`config.mk`:
```
export PLATFORM = sky130hd
export DESIGN_NAME = utf8_decode_glyph_slot
export DESIGN_NICKNAME = d
export VERILOG_FILES = /design/src/rtl/u8g_pkg.sv /design/src/rtl/u8g_front.sv /design/src/rtl/u8g_queue.sv /design/src/rtl/u8g_back.sv /design/src/rtl/utf8_decode_glyph_slot.sv
export SDC_FILE = /design/constraint.sdc
export NUM_CORES = 1
export LEC_CHECK = 0
export BUFFER_PORTS_ARGS = -buffer_cell sky130_fd_sc_hd__buf_2
export CORE_ASPECT_RATIO = 1.75
export CORE_MARGIN = 3
export CORE_UTILIZATION = 55
export CTS_BUF_LIST = sky130_fd_sc_hd__clkbuf_4 sky130_fd_sc_hd__clkbuf_8
export CTS_CLUSTER_SIZE = 28
export DETAILED_ROUTE_END_ITERATION = 7
export PLACE_DENSITY = 0.88
export SLEW_MARGIN = 20
export SYNTH_ARGS = -nofsm -noshare
export SYNTH_HDL_FRONTEND = slang
export SYNTH_SLANG_ARGS = --single-unit
```
`constraint.sdc`:
```
create_clock -name clk -period 4.4 [get_ports clk]
set_clock_uncertainty 0.05 [all_clocks]
set_input_delay 0.88 -clock clk [delete_from_list [all_inputs] [get_ports clk]]
set_output_delay 0.88 -clock clk [all_outputs]
set_load 0.1 [all_outputs]
```
`src/rtl/u8g_pkg.sv`:
```
// Shared types, constants and the glyph slot lookup for the UTF-8 glyph slot decoder.
`timescale 1ns / 1ps

package u8g_pkg;

    localparam int CP_W      = 21;
    localparam int SLOT_W    = 8;
    localparam int BYTE_W    = 8;
    localparam int CFG_IDX_W = 2;
    localparam int REPL_W    = 3;

    // Configuration register indexes
    localparam logic [CFG_IDX_W-1:0] CFG_REPLACEMENT_CODE = 2'd0;
    localparam logic [CFG_IDX_W-1:0] CFG_MISSING_SLOT     = 2'd1;

    localparam logic [CP_W-1:0]   RESET_REPLACEMENT_CODE = 21'h00FFFD;
    localparam logic [SLOT_W-1:0] RESET_MISSING_SLOT     = 8'd95;

    typedef struct packed {
        logic [BYTE_W-1:0] byte_in;
        logic              end_of_text;
    } in_item_t;

    typedef struct packed {
        logic [CP_W-1:0]   code_point;
        logic [SLOT_W-1:0] glyph_slot;
        logic              is_replacement;
        logic              last_of_run;
    } out_item_t;

    // Work for the back end: a run of replacements, then optionally one decoded code point
    typedef struct packed {
        logic [REPL_W-1:0] repl_cnt;
        logic              has_value;
        logic [CP_W-1:0]   value;
    } job_t;

    typedef struct packed {
        logic [CP_W-1:0]   replacement_code;
        logic [SLOT_W-1:0] missing_slot;
    } cfg_t;

    function automatic logic [SLOT_W-1:0] slot_of(input logic [CP_W-1:0]   cp,
                                                  input logic [SLOT_W-1:0] missing);
        logic [CP_W-1:0]   diff;
        logic [SLOT_W-1:0] slot;
        diff = '0;
        slot = missing;
        if (cp >= 21'h000020 && cp <= 21'h00007E)
        begin
            diff = cp - 21'h000020;
            slot = diff[SLOT_W-1:0];
        end
        else if (cp >= 21'h000410 && cp <= 21'h00044F)
        begin
            diff = cp - 21'h000410;
            slot = diff[SLOT_W-1:0] + 8'd96;
        end
        else
        begin
            case (cp)
                21'h000401: slot = 8'd160;
                21'h000451: slot = 8'd161;
                21'h0000AB: slot = 8'd162;
                21'h0000BB: slot = 8'd163;
                21'h002014: slot = 8'd164;
                default:    slot = missing;
            endcase
        end
        return slot;
    endfunction

endpackage

```
`src/rtl/u8g_front.sv`:
```
// Front end: accepts bytes, tracks the open UTF-8 sequence and posts jobs to the queue.
`timescale 1ns / 1ps

module u8g_front (
    input  logic              clk,
    input  logic              rst_n,
    input  logic              in_valid,
    output logic              in_stall,
    input  u8g_pkg::in_item_t in_item,
    input  logic              queue_full,
    output logic              push,
    output u8g_pkg::job_t     job
);
    import u8g_pkg::*;

    logic [CP_W-1:0] partial_reg, partial_next;
    logic [1:0]      needed_reg, needed_next;
    logic [1:0]      seen_reg, seen_next;

    logic              accept;
    logic [BYTE_W-1:0] b;
    logic              eot;
    logic              take_lead;
    logic              lead_repl;
    logic [REPL_W-1:0] flush_cnt;
    logic [1:0]        seen_inc;
    logic [CP_W-1:0]   pc_ext;

    assign in_stall = queue_full;
    assign accept   = in_valid && !queue_full;
    assign b        = in_item.byte_in;
    assign eot      = in_item.end_of_text;
    assign seen_inc = seen_reg + 2'd1;
    assign pc_ext   = {partial_reg[CP_W-7:0], b[5:0]};

    always_comb
    begin
        needed_next   = needed_reg;
        seen_next     = seen_reg;
        partial_next  = partial_reg;
        take_lead     = 1'b0;
        lead_repl     = 1'b0;
        flush_cnt     = '0;
        job.repl_cnt  = '0;
        job.has_value = 1'b0;
        job.value     = '0;

        if (needed_reg == 2'd0)
        begin
            take_lead = 1'b1;
        end
        else if (b[7:6] == 2'b10)
        begin
            if (seen_inc >= needed_reg)
            begin
                // sequence complete: emit the code point and close
                job.has_value = 1'b1;
                job.value     = pc_ext;
                needed_next   = 2'd0;
                seen_next     = 2'd0;
                partial_next  = '0;
            end
            else if (eot)
            begin
                // truncated: one replacement for the lead and each continuation
                flush_cnt    = {1'b0, seen_inc} + 3'd1;
                needed_next  = 2'd0;
                seen_next    = 2'd0;
                partial_next = '0;
            end
            else
            begin
                partial_next = pc_ext;
                seen_next    = seen_inc;
            end
        end
        else
        begin
            // broken sequence: flush it, then decode this byte as a lead
            flush_cnt    = {1'b0, seen_reg} + 3'd1;
            needed_next  = 2'd0;
            seen_next    = 2'd0;
            partial_next = '0;
            take_lead    = 1'b1;
        end

        if (take_lead)
        begin
            if (!b[7])
            begin
                job.has_value = 1'b1;
                job.value     = {{(CP_W-BYTE_W){1'b0}}, b};
            end
            else if (b[7:5] == 3'b110 || b[7:4] == 4'b1110 || b[7:3] == 5'b11110)
            begin
                if (eot)
                begin
                    lead_repl = 1'b1;
                end
                else
                begin
                    seen_next = 2'd0;
                    if (b[7:5] == 3'b110)
                    begin
                        needed_next  = 2'd1;
                        partial_next = {{(CP_W-5){1'b0}}, b[4:0]};
                    end
                    else if (b[7:4] == 4'b1110)
                    begin
                        needed_next  = 2'd2;
                        partial_next = {{(CP_W-4){1'b0}}, b[3:0]};
                    end
                    else
                    begin
                        needed_next  = 2'd3;
                        partial_next = {{(CP_W-3){1'b0}}, b[2:0]};
                    end
                end
            end
            else
            begin
                lead_repl = 1'b1;
            end
        end

        job.repl_cnt = flush_cnt + {{(REPL_W-1){1'b0}}, lead_repl};
    end

    assign push = accept && (job.repl_cnt != '0 || job.has_value);

    always_ff @(posedge clk or negedge rst_n)
    begin
        if (!rst_n)
        begin
            needed_reg  <= 2'd0;
            seen_reg    <= 2'd0;
            partial_reg <= '0;
        end
        else if (accept)
        begin
            needed_reg  <= needed_next;
            seen_reg    <= seen_next;
            partial_reg <= partial_next;
        end
    end

endmodule

```
`src/rtl/u8g_queue.sv`:
```
// Short job queue between the front and back ends.
`timescale 1ns / 1ps

module u8g_queue #(
    parameter int DEPTH = 2
) (
    input  logic          clk,
    input  logic          rst_n,
    input  logic          push,
    input  u8g_pkg::job_t push_data,
    input  logic          pop,
    output u8g_pkg::job_t pop_data,
    output logic          empty,
    output logic          full
);
    import u8g_pkg::*;

    localparam int PTR_W = (DEPTH > 1) ? $clog2(DEPTH) : 1;
    localparam int CNT_W = $clog2(DEPTH + 1);

    job_t             store_reg [DEPTH];
    logic [PTR_W-1:0] wr_ptr_reg, wr_ptr_next;
    logic [PTR_W-1:0] rd_ptr_reg, rd_ptr_next;
    logic [CNT_W-1:0] count_reg, count_next;

    assign empty    = (count_reg == '0);
    assign full     = (count_reg == CNT_W'(DEPTH));
    assign pop_data = store_reg[rd_ptr_reg];

    always_comb
    begin
        wr_ptr_next = wr_ptr_reg;
        rd_ptr_next = rd_ptr_reg;
        count_next  = count_reg;
        if (push)
        begin
            wr_ptr_next = (wr_ptr_reg == PTR_W'(DEPTH - 1)) ? '0 : wr_ptr_reg + 1'b1;
        end
        if (pop)
        begin
            rd_ptr_next = (rd_ptr_reg == PTR_W'(DEPTH - 1)) ? '0 : rd_ptr_reg + 1'b1;
        end
        if (push && !pop)
        begin
            count_next = count_reg + 1'b1;
        end
        else if (pop && !push)
        begin
            count_next = count_reg - 1'b1;
        end
    end

    always_ff @(posedge clk or negedge rst_n)
    begin
        if (!rst_n)
        begin
            wr_ptr_reg <= '0;
            rd_ptr_reg <= '0;
            count_reg  <= '0;
        end
        else
        begin
            wr_ptr_reg <= wr_ptr_next;
            rd_ptr_reg <= rd_ptr_next;
            count_reg  <= count_next;
        end
    end

    always_ff @(posedge clk)
    begin
        if (push)
        begin
            store_reg[wr_ptr_reg] <= push_data;
        end
    end

endmodule

```
`src/rtl/u8g_back.sv`:
```
// Back end: expands each job into result items, looks up glyph slots, registers the output.
`timescale 1ns / 1ps

module u8g_back (
    input  logic               clk,
    input  logic               rst_n,
    input  u8g_pkg::cfg_t      cfg,
    input  u8g_pkg::job_t      head,
    input  logic               q_empty,
    output logic               pop,
    output logic               out_valid,
    input  logic               out_stall,
    output u8g_pkg::out_item_t out_item
);
    import u8g_pkg::*;

    logic [REPL_W-1:0] idx_reg, idx_next;
    logic              out_valid_reg, out_valid_next;
    out_item_t         out_item_reg;

    logic [REPL_W-1:0] total;
    logic              load;
    logic              last;
    logic              is_repl;
    logic [CP_W-1:0]   cp;

    assign total   = head.repl_cnt + {{(REPL_W-1){1'b0}}, head.has_value};
    assign is_repl = (idx_reg < head.repl_cnt);
    assign cp      = is_repl ? cfg.replacement_code : head.value;
    assign last    = (idx_reg == total - 1'b1);
    assign load    = !q_empty && (!out_valid_reg || !out_stall);
    assign pop     = load && last;

    always_comb
    begin
        idx_next       = idx_reg;
        out_valid_next = out_valid_reg;
        if (load)
        begin
            out_valid_next = 1'b1;
            idx_next       = last ? '0 : idx_reg + 1'b1;
        end
        else if (!out_stall)
        begin
            out_valid_next = 1'b0;
        end
    end

    always_ff @(posedge clk or negedge rst_n)
    begin
        if (!rst_n)
        begin
            idx_reg       <= '0;
            out_valid_reg <= 1'b0;
        end
        else
        begin
            idx_reg       <= idx_next;
            out_valid_reg <= out_valid_next;
        end
    end

    always_ff @(posedge clk)
    begin
        if (load)
        begin
            out_item_reg.code_point     <= cp;
            out_item_reg.glyph_slot     <= slot_of(cp, cfg.missing_slot);
            out_item_reg.is_replacement <= is_repl;
            out_item_reg.last_of_run    <= last;
        end
    end

    assign out_valid = out_valid_reg;
    assign out_item  = out_item_reg;

endmodule

```
`src/rtl/utf8_decode_glyph_slot.sv`:
```
// Top level of the UTF-8 decoder with glyph slot lookup.
`timescale 1ns / 1ps

// Takes one byte of UTF-8 text per input item and returns, per decoded
// character, its code point and its atlas glyph slot. A byte that completes a
// character, or an ASCII byte, gives one result; a byte that opens or extends
// a sequence gives none; a malformed or truncated sequence gives one
// replacement item for the lead byte and one for each continuation already
// taken, after which a breaking byte is decoded again as a lead. One byte may
// thus give up to four result items, the last marked with last_of_run.
// Rate: one byte is accepted every cycle while each byte yields at most one
// result and the output does not stall; the back end delivers one result
// item per cycle unless stalled, a byte with more results holds it longer,
// and the input stalls once the job queue (QUEUE_DEPTH entries) is full. Jobs
// are queued, results registered at the back end's output. No overlong or
// surrogate check is made. The user must write configuration (replacement
// code, missing slot) only while idle; the block does not enforce it.

module utf8_decode_glyph_slot #(
    parameter int QUEUE_DEPTH = 2
) (
    input  logic                               clk,
    input  logic                               rst_n,
    input  logic                               in_valid,
    output logic                               in_stall,
    input  u8g_pkg::in_item_t                  in_item,
    output logic                               out_valid,
    input  logic                               out_stall,
    output u8g_pkg::out_item_t                 out_item,
    input  logic                               cfg_valid,
    output logic                               cfg_ready,
    input  logic [u8g_pkg::CFG_IDX_W-1:0]      cfg_index,
    input  logic [u8g_pkg::CP_W-1:0]           cfg_data
);
    import u8g_pkg::*;

    cfg_t cfg_reg;
    job_t job;
    job_t head;
    logic q_push;
    logic q_pop;
    logic q_empty;
    logic q_full;

    // Always take configuration writes; indexes beyond the list are dropped
    assign cfg_ready = 1'b1;

    always_ff @(posedge clk or negedge rst_n)
    begin
        if (!rst_n)
        begin
            cfg_reg.replacement_code <= RESET_REPLACEMENT_CODE;
            cfg_reg.missing_slot     <= RESET_MISSING_SLOT;
        end
        else if (cfg_valid && cfg_ready)
        begin
            case (cfg_index)
                CFG_REPLACEMENT_CODE: cfg_reg.replacement_code <= cfg_data;
                CFG_MISSING_SLOT:     cfg_reg.missing_slot     <= cfg_data[SLOT_W-1:0];
                default:              ;
            endcase
        end
    end

    // Front: classify each byte against the open sequence, post a job
    u8g_front u_front (
        .clk        (clk),
        .rst_n      (rst_n),
        .in_valid   (in_valid),
        .in_stall   (in_stall),
        .in_item    (in_item),
        .queue_full (q_full),
        .push       (q_push),
        .job        (job)
    );

    // Queue: decouple the front from the back so each stalls on its own
    u8g_queue #(
        .DEPTH (QUEUE_DEPTH)
    ) u_queue (
        .clk       (clk),
        .rst_n     (rst_n),
        .push      (q_push),
        .push_data (job),
        .pop       (q_pop),
        .pop_data  (head),
        .empty     (q_empty),
        .full      (q_full)
    );

    // Back: expand jobs into result items, one per cycle while the output does not stall
    u8g_back u_back (
        .clk       (clk),
        .rst_n     (rst_n),
        .cfg       (cfg_reg),
        .head      (head),
        .q_empty   (q_empty),
        .pop       (q_pop),
        .out_valid (out_valid),
        .out_stall (out_stall),
        .out_item  (out_item)
    );

`ifndef SYNTHESIS
    // A posted job always carries at least one result item
    a_job_not_empty: assert property (@(posedge clk) disable iff (!rst_n)
        q_push |-> (job.repl_cnt != '0 || job.has_value))
        else $error("job posted with no result items");

    // No byte gives more than four result items
    a_job_max_four: assert property (@(posedge clk) disable iff (!rst_n)
        q_push |-> (({1'b0, job.repl_cnt} + {3'b000, job.has_value}) <= 4'd4))
        else $error("job exceeds four result items");

    // The back end only retires a job that is present
    a_pop_nonempty: assert property (@(posedge clk) disable iff (!rst_n)
        q_pop |-> !q_empty)
        else $error("job queue popped while empty");
`endif

endmodule

```
==> impl_metrics.env <==
export IMPL_required_ns=4.71
export IMPL_cts_made_buffers=17
export IMPL_post_cts_setup_buffer_count=0
export IMPL_cts_root_buf="clkbuf_8"
export IMPL_power_density_nw_per_um2=753
export IMPL_crit_arrival_ns=4.20
export IMPL_p_seq_share_pct=36.1
export IMPL_rsz0062_at_grt="no"
export IMPL_postSynth_asyncResetShare_pct=40.9
export IMPL_syn_num_nets=587
export IMPL_vias=4621
export IMPL_p_sw_share_pct=46.1
export IMPL_drc=0
export IMPL_grt_pass1_vias=4671
export IMPL_critical_path_class="reg -> reg"
export IMPL_drt_wirelength_per_cell_um=18.1
export IMPL_io_pins=71
export IMPL_coreArea_um2=11700
export IMPL_pwr_share_clk_pct=17.5
export IMPL_syn2layout_area_growth_pct=13.2
export IMPL_clockBufferDepth=2
export IMPL_grt_total_usage_pct=21.8
export IMPL_viasPerCell=6.06
export IMPL_postLayoutCoreUtil_pct=64.6
export IMPL_wl_mm=13.8
export IMPL_holdWs_ns=0.448
export IMPL_antenna_found_initial=0
export IMPL_maxClockFrequency_mhz=257
export IMPL_power_switching_mw=2.62
export IMPL_postCtsHoldBufs=0
export IMPL_synthFlopType="edfxtp_1"
export IMPL_final_max_slew_viol_count=0
export IMPL_grt_overflow=0
export IMPL_synth_edf_count=81
export IMPL_instances_no_fill=763
export IMPL_synth_seq_area_share_pct=57.7
export IMPL_max_cap_violations=0
export IMPL_dpl_cell_area_um2=7180
export IMPL_numPortBuffers=69
export IMPL_synth_warnings=0
export IMPL_setup_tns_ns=0
export IMPL_dp_hpwl_mm=10.3
export IMPL_initial_utilization_pct=57.1
export IMPL_cts_tree="yes"
export IMPL_worstPathMaxFanout=8
export IMPL_die_height_um=152
export IMPL_placed_cells=732
export IMPL_fillers=875
export IMPL_ant_nets=0
export IMPL_layout_nets=665
export IMPL_synth_cell_types=69
export IMPL_critPathLaunchType="flop"
export IMPL_drtIter0Drc=296
export IMPL_power_frac_comb_pct=46.3
export IMPL_grt_max_degree=57
export IMPL_row_count=52
export IMPL_cp_end_kind="flop"
export IMPL_grt_first_pass_wirelength_mm=22.6
export IMPL_netlist_area_um2=6680
export IMPL_power_leakage_nw=3.03
export IMPL_routabilityCongestion=1.04
export IMPL_fin_crit_ns=3.89
export IMPL_dieArea_um2=13600
export IMPL_hold_class="reg -> reg"
export IMPL_finalHoldViolCount=0
export IMPL_max_slew_margin_rel_pct=47.6
export IMPL_dieWidth_um=89.3
export IMPL_worst_pin_slew_ns=0.783
export IMPL_clock_latency_ns=0.44
export IMPL_p_int_mw=3.07
export IMPL_outcome="completed"
export IMPL_diodes=0
export IMPL_setup_violations=0
export IMPL_synth_avg_cell_area_um2=12.4
export IMPL_syn_inst=538
export IMPL_ctsResizeCount=0
export IMPL_fin_crit_sh_pct=88.4
export IMPL_largest_reg_flops=50
export IMPL_h_tree_depth=4
export IMPL_clk_pin_slew_ns=0.07
export IMPL_firstDrtPassIters=5
export IMPL_final_cell_area_um2=7560
export IMPL_synth_seq_cells=137
export IMPL_drive_gt1_share_pct=28.5
export IMPL_clock_sinks=137
export IMPL_ir_worst_vdd_mv=0.329
## final cells by class
type | instances | area, um2 | area share, %
clock buffer | 19 | 249 | 3.29
tap | 135 | 169 | 2.23
inverter | 14 | 52.6 | 0.695
timing repair buffer | 81 | 435 | 5.76
clock inverter | 12 | 133 | 1.75
multi-input combinational | 365 | 2660 | 35.2
sequential | 137 | 3860 | 51.1
## power groups by stage
stage | registers, mW | logic (mW) | clock network, mW
finish | 2.06 | 2.64 | 0.998
global placement | 2.06 | 2.58 | 0
detailed placement | 2.08 | 2.63 | 0
global route | 2.10 | 2.80 | 1.06
floorplan | 3.05 | 1.23 | 0
CTS | 2.06 | 2.64 | 1.01
## through the flow
step	total power [mW]	setup slack (ns)
final	5.70	0.510
after global routing	5.96	0.188
after CTS	5.71	0.555
after detailed placement	4.71	0.575
after global placement	4.64	0.763
after floorplan	4.28	0.0636
## synth_stat cells (4+ instances only)
master,count,area (um2)
dfrtp_1,35,876
nor4b_1,7,61.3
nor2_1,29,109
buf_2,5,25.0
o22ai_1,5,31.3
edfxtp_1,81,2430
nor3b_1,9,67.6
nand3_1,4,20.0
a21oi_1,9,45.0
inv_1,13,48.8
nor3_1,9,45.0
nor4_1,8,50.1
and2_1,21,131
a22o_1,16,140
ha_1,12,150
nand2_1,40,150
mux2i_1,31,310
nor2b_1,6,37.5
nand3b_1,5,37.5
o31ai_1,4,30.0
nand4_1,4,25.0
xnor2_1,7,61.3
xor2_1,4,35.0
clkbuf_1,10,37.5
nand2b_1,9,56.3
o21ai_0,34,170
o211ai_1,4,30.0
dfstp_2,21,552
mux2_2,34,383
## worst max-delay path, cell delays in order (launching register included)
cell and delay, ns:
dfrtp_1 0.47, inv_1 0.09, ha_1 0.32, inv_1 0.06, ha_1 0.28, a21oi_1 0.38
nand2_1 0.14, o21ai_0 0.19, o21ai_0 0.11, nor2_1 0.10, ha_1 0.15, ha_1 0.26
o41ai_1 0.36, buf_4 0.20, inv_1 0.04, ha_1 0.19, xor2_1 0.14, nor2_1 0.12
xor2_1 0.15
## logic make-up after synthesis
family | share of synthesized area, %
AND/OR/NAND/NOR | 13.8
flip-flops | 57.7
AO/OA/AOI/OAI | 11.0
multiplexers | 11.1
buffers and inverters | 2.62
adder cells (fa/ha/maj) | 2.25
XOR/XNOR | 1.44
other | 0.0561
## placed cells by master (no fill, tap or decap), types with 3 or more instances in the layout
master      n
o31ai_1     4
nor4_1      8
xnor2_1     7
dfstp_2    21
mux2_2     34
a22o_1     16
buf_4      12
mux2i_1    31
o22ai_1     5
nor3_1      8
nand4_1     4
and3b_1     3
clkinv_1    5
nor2b_1     6
a21oi_1     9
o21ai_0    34
dfrtp_1    34
inv_1      13
nor3b_1     8
or3_1       3
nand3_1     4
nand3b_1    5
nand2b_1    9
and2_1     21
nor4b_1     7
xor2_1      4
nor2_1     27
o21ai_1     3
bufinv_16   3
ha_1       12
nand4b_1    3
o211ai_1    4
nand2_1    40
clkbuf_8   17
buf_2      69
clkinv_2    3
edfxtp_1   81
## worst paths after layout
| check | from | endpoint | slack (ns) | depth (start not counted) |
|---|---|---|---|---|
| min reg2reg | u_back.out_valid | u_back.out_valid | 0.45 | 2 |
| max reg2reg | u_front.seen_reg[0] | u_queue.count_reg[1] | 0.51 | 18 |
| min | u_back.out_valid | u_back.out_valid | 0.45 | 2 |
| max in group asynchronous | rst_n | u_queue.rd_ptr_reg | 3.26 | 2 |
| max | u_front.seen_reg[0] | u_queue.count_reg[1] | 0.51 | 18 |
| min in group asynchronous | rst_n | cfg_reg[9] | 0.54 | 2 |
## routing by layer
layer | track usage, % | vias to the layer above | wire length, um
li1 | - | 2184 | -
met1 | 22.4 | 2234 | 4950
met2 | 39.0 | 150 | 7650
met3 | 4.66 | 53 | 578
met4 | 12.0 | 0 | 624
met5 | 0 | - | 0
Note: power is estimated with default switching activity, not from simulation.
